$ cat config.mk
export PLATFORM = sky130hd
export DESIGN_NAME = wsds_ctrl
export DESIGN_NICKNAME = d
export VERILOG_FILES = /design/src/design/wsds_pkg.sv /design/src/design/wsds_ctrl.sv
export SDC_FILE = /design/constraint.sdc
export NUM_CORES = 1
export LEC_CHECK = 0
export ABC_CLOCK_PERIOD_IN_PS = 1530
export BUFFER_PORTS_ARGS = -buffer_cell sky130_fd_sc_hd__buf_2
export CAP_MARGIN = 5
export CORE_AREA = 2 2 39 41
export DETAILED_ROUTE_END_ITERATION = 8
export DIE_AREA = 0 0 41 43
export PLACE_DENSITY = 0.7
export SYNTH_ARGS = -nofsm -noshare
export SYNTH_HDL_FRONTEND = slang
export SYNTH_SLANG_ARGS = --single-unit
export TNS_END_PERCENT = 50
$ cat constraint.sdc
create_clock -name clock -period 1.53 [get_ports clock]
set_clock_uncertainty 0.15 [all_clocks]
set_input_delay 0.306 -clock clock [delete_from_list [all_inputs] [get_ports clock]]
set_output_delay 0.306 -clock clock [all_outputs]
set_load 0.02 [all_outputs]
$ cat src/design/wsds_pkg.sv
// Shared types, constants and helpers of the work-stealing deque scheduler.
`timescale 1ns / 1ps
`default_nettype none
package wsds_pkg;

   localparam int MAX_WORKERS_DEFAULT  = 8;
   localparam int DEQUE_DEPTH_DEFAULT  = 256;
   localparam int HANDLE_WIDTH_DEFAULT = 16;

   localparam int JOB_W    = 16;
   localparam int WORKER_W = 3;
   localparam int COUNT_W  = 4;

   localparam logic [COUNT_W-1:0] WORKER_COUNT_RESET = 4'd8;
   localparam logic [31:0] SEED_GOLDEN = 32'h9E37_79B9;
   localparam logic [31:0] SEED_MAIN   = 32'hA341_316C;

   // Kind of result the datapath registers for the result port.
   typedef enum logic [1:0] {
      RSP_PUSH_OK   = 2'd0,
      RSP_PUSH_FULL = 2'd1,
      RSP_NONE      = 2'd2,
      RSP_JOB       = 2'd3
   } rsp_kind_type;

   typedef struct packed {
      logic         capture;
      logic         push;
      logic         pop;
      logic         rand_step;
      logic         div_step;
      logic         scan_next;
      logic         steal;
      logic         use_victim;
      logic         respond;
      rsp_kind_type rsp_kind;
   } dp_cmd_type;

   typedef struct packed {
      logic op_get;
      logic sel_empty;
      logic sel_full;
      logic multi;
      logic div_last;
      logic victim_ok;
      logic scan_last;
   } dp_status_type;

   // Generator seed of one worker after reset.
   function automatic logic [31:0] seed_of(input int idx);
      logic [31:0] prod;
      prod = SEED_GOLDEN * 32'(idx + 1);
      return (idx == 0) ? SEED_MAIN : (SEED_GOLDEN ^ prod);
   endfunction

endpackage
`default_nettype wire

$ cat src/design/wsds_ctrl.sv
// Controller state machine of the work-stealing deque scheduler.
`timescale 1ns / 1ps
`default_nettype none
module wsds_ctrl
   import wsds_pkg::*;
(
   input  wire logic          clock,
   input  wire logic          reset,
   input  wire logic          start,
   output logic               busy,
   input  wire dp_status_type status_in,
   output dp_cmd_type         cmd
);

   typedef enum logic [4:0] {
      ST_IDLE  = 5'b00001,
      ST_CHECK = 5'b00010,
      ST_MOD   = 5'b00100,
      ST_SCAN  = 5'b01000,
      ST_READ  = 5'b10000
   } state_type;

   state_type state_ff, state_in;

   always_ff @(posedge clock) begin
      if (reset) begin
         state_ff <= ST_IDLE;
      end else begin
         state_ff <= state_in;
      end
   end

   assign busy = (state_ff != ST_IDLE);

   always_comb begin
      cmd      = '0;
      state_in = state_ff;
      case (state_ff)
         ST_IDLE: begin
            if (start) begin
               cmd.capture = 1'b1;
               state_in    = ST_CHECK;
            end
         end
         ST_CHECK: begin
            if (!status_in.op_get) begin
               cmd.respond = 1'b1;
               if (status_in.sel_full) begin
                  cmd.rsp_kind = RSP_PUSH_FULL;
               end else begin
                  cmd.push     = 1'b1;
                  cmd.rsp_kind = RSP_PUSH_OK;
               end
               state_in = ST_IDLE;
            end else if (!status_in.sel_empty) begin
               cmd.pop  = 1'b1;
               state_in = ST_READ;
            end else if (status_in.multi) begin
               cmd.rand_step = 1'b1;
               state_in      = ST_MOD;
            end else begin
               cmd.respond  = 1'b1;
               cmd.rsp_kind = RSP_NONE;
               state_in     = ST_IDLE;
            end
         end
         ST_MOD: begin
            cmd.div_step = 1'b1;
            if (status_in.div_last) begin
               state_in = ST_SCAN;
            end
         end
         ST_SCAN: begin
            cmd.use_victim = 1'b1;
            if (status_in.victim_ok) begin
               cmd.steal = 1'b1;
               state_in  = ST_READ;
            end else if (status_in.scan_last) begin
               cmd.respond  = 1'b1;
               cmd.rsp_kind = RSP_NONE;
               state_in     = ST_IDLE;
            end else begin
               cmd.scan_next = 1'b1;
            end
         end
         ST_READ: begin
            cmd.respond  = 1'b1;
            cmd.rsp_kind = RSP_JOB;
            state_in     = ST_IDLE;
         end
         default: begin
            state_in = ST_IDLE;
         end
      endcase
   end

endmodule
`default_nettype wire

After elaboration in Yosys (flattened, before gate mapping) --
Index checks and enable logic that the tools add are counted. Widths: inputs -> output; s select.
Storage, ports and cells: register bits 5, bits of input ports 10, output and inout port bits 12
Cells by class: equality and inequality tests 9, mux-type cells 29, reduce and logical (&&, ||, !) cells 1
Operator list (number):
- $mux 5 | 6
- $mux 3 | 8
- $pmux 5 s4 | 1
- $mux 1 | 12
- $pmux 3 s3 | 1
- $eq 5x1->1 const B | 1
- $eq 5x2->1 const B | 1
- $eq 5x3->1 const B | 1
- $eq 5x4->1 const B | 1
- $eq 5x5->1 const B | 1
- $ne 5x1->1 const B | 1
- $ne 2x2->1 const B | 2
- $ne 3x3->1 const B | 1
- $reduce_and 3->1 | 1
- $mux 2 | 1

Logic depth before layout (Yosys ltp) --
depth after elaboration 4, depth in mapped cells 6

Least setup slack after synthesis --
No wires, ideal clock.
kind register -> output, start register state_ff[3], end output cmd[9] (netlist bit), arrival time 1456 ps, slack -382 ps, stages on the path, launching flop included 5, path buffers 1, path through dfxtp_1 buf_4 nor2_4 or4b_1 nor3_1
RTL lines:
- start: declaration | RTL line wsds_ctrl.sv:23 | state_type state_ff, state_in;
- start signal: assignment | RTL line wsds_ctrl.sv:29 | state_ff <= state_in;
- end: declaration | RTL line wsds_ctrl.sv:12 | output dp_cmd_type cmd

==> results.toml <==
[run_status]
status = "complete, but fails checks"
violations = "negative setup slack"

[drt]
vias = 606
drcViolationCount = 0
wirelength_um = 1550
viasPerCell = 5.09
drt.antenna.violating_nets = 0
initialDrtViolationCount = 7
wire_per_inst_um = 13.0
drtPass1Iterations = 4

[setup_path]
worstPathCellList = "nor4bb_2 > a21oi_1 > or4_4 > o21ai_2 > buf_6"
start_kind = "flop"
cpPeakStageDelay_ns = 0.44
cp_slowest_cell = "or4_4"
r2r_slack_ns = -0.15
cp-end-kind = "output port"
required_ns = 1.07
worstPathArrival_ns = 1.56
cp_max_fo = 3
critPathKind = "flop to output port"

[synth]
syn_area_per_cell_um2 = 7.79
synth.distinct_cells = 36
synth_nets = 67
synth_edf_count = 0
ys_warn_count = 0
netlist_area_um2 = 444
ys_seq_area_share_pct = 22.5
synthCells = 57
async_flop_share_pct = 0
synthFlopType = "dfxtp_1"
synth-seq-cells = 5

[cts]
cts_tree = "built"
clk_pin_slew_worst_paths_ns = 0.04
cts_hold_buf = 0
clock-sinks = 5
cts.path.max_buffers = 2
htree_levels = 1
cts_made_buffers = 3
cts_root_buffer = "clkbuf_4"
worst_skew_pair.late_latency_ns = 0.25

[sta]
tns_ns = -4.28
hold_viol_final = 0
finalCritPeriodShare_pct = 132
setup_viol = 14
relSlewSlack_pct = 83.6
setup_ws_ns = -0.487
worst_pin_slew_ns = 0.244
rsz0062_at_grt = "true"
slew_violations = 0
timing.hold.ws_ns = 0.0870
period_needed_ns = 2.02
fmax_mhz = 496

[job]
max_cap_viol_count = 0

[place]
finalWeightedCongestion = 0.824
dpl.hpwl_um = 1050
dp_cells = 113
numPortBuffers = 21
place_area_um2 = 753

[finish]
largest_reg_flops = 5
top_register = "state_ff"
antenna_cells = 0
design_area_um2 = 915
reg.largest.list = "state_ff: 5 flops"
area_growth_syn_to_layout_pct = 106
final_nets = 114
fin_cells = 119
fillers = 120
seq_area_um2 = 108
multi_input_area_um2 = 388
final_layout_size_suffix_gt1_share_pct = 72.8

[power]
power.density_nw_per_um2 = 498
share_seq_of_total_power_pct = 31.2
irDropWorstVdd_mv = 0.557
p_leak_nw = 0.437
pwr-share-comb_pct = 33.5
netSwitchingPower_w = 0.000145
clockPowerShare_pct = 35.3
intPower_w = 0.000311
switching_share_pct = 31.8

[global_route]
antenna_found_initial = 0
grt_pass1_vias = 587
grt-ovfl-total = 0
grt_max_degree = 8
track_usage_pct = 20.5
grt_pass1_wl_um = 2500

[floorplan]
rows = 14
core-area_um2 = 1380
initial_core_util_pct = 32.1
io_pins = 22
die_h_um = 43
die_w_um = 41
die_area_um2 = 1760

[hold_path]
hold_class = "input pin to flop"
-- power groups by stage --
| stage | combinational [W] | clock [W] | sequential, W |
|---|---|---|---|
| after floorplan | 0.0000646 | 0 | 0.000142 |
| after global placement | 0.000128 | 0 | 0.000144 |
| after detailed placement | 0.000131 | 0 | 0.000144 |
| after CTS | 0.000149 | 0.000157 | 0.000141 |
| after global routing | 0.000165 | 0.000173 | 0.000143 |
| final | 0.000153 | 0.000161 | 0.000142 |
-- through the flow --
| stage | util, % | total power [W] | setup slack (ns) |
|---|---|---|---|
| CTS | 63.7 | 0.000448 | -0.469 |
| detailed placement | 54.4 | 0.000275 | -0.373 |
| global route | 66.1 | 0.000480 | -0.542 |
| floorplan | - | 0.000206 | -0.204 |
| finish | 66.1 | 0.000456 | -0.487 |
| global placement | 54.4 | 0.000272 | -0.373 |
-- worst max-delay path, delay by kind of cell, from the launching register on --
family                 cells  cell delay (ns)
and+or+nand+nor            2             0.71
DFF                        1             0.33
buffers and inverters      1             0.13
AOI/OAI and AO/OA          2             0.15
-- final cells by class --
cell class                 instances  area share (%)
clock buffer                       4            2.87
inverter                           6            2.74
multi-input combinational         42            42.4
sequential                         5            11.8
tap                               16            2.19
timing repair buffer              46            38.0
-- layer usage --
| layer | track usage, % | vias to the layer above | wire length (um) |
|---|---|---|---|
| met5 | 0 | - | 0 |
| met4 | 8.00 | 0 | 32 |
| met3 | 2.09 | 4 | 50 |
| met2 | 35.0 | 15 | 870 |
| met1 | 24.6 | 286 | 593 |
| li1 | - | 301 | - |
-- path summary, 6_finish.rpt --
path | end | from | cells after the start
worst min register to register | state_ff[0] | state_ff[3] | 4
worst min-delay path | state_ff[3] | reset | 2
worst max-delay path | cmd[1] | state_ff[4] | 5
worst max register to register | state_ff[2] | state_ff[1] | 7
-- synth_stat cells, types with 2 or more instances --
| library cell | count | share of area, % |
|---|---|---|
| buf_4 | 2 | 3.4 |
| dfxtp_1 | 5 | 23 |
| or4b_1 | 2 | 4.5 |
| inv_2 | 3 | 2.5 |
| nor3_1 | 3 | 3.4 |
| inv_1 | 3 | 2.5 |
| nand2_1 | 3 | 2.5 |
| nand3_1 | 2 | 2.3 |
| nor2_1 | 3 | 2.5 |
| a21oi_1 | 4 | 4.5 |
| o211ai_1 | 2 | 3.4 |
-- kinds of logic after synthesis --
family | share of synthesized area (%)
simple gates | 43.4
buf+inv | 12.1
flops | 22.5
compound gates | 20.0
xor+xnor | 1.97
-- layout by cell type (no fill, tap or decap), types with 3 or more instances in the layout --
cell type	n
dfxtp_2	3
buf_2	11
inv_1	3
a21oi_1	3
buf_4	27
buf_6	8
clkbuf_4	3
-- timing repair --
item                                    in CTS  in global routing
gates resized for setup                     27                  7
setup buffers                                1                  1
endpoints found under the setup margin      14                 15
pin swaps                                    5                  3
cloned                                       0                  0
No activity file was read; power rests on OpenSTA's default activity.
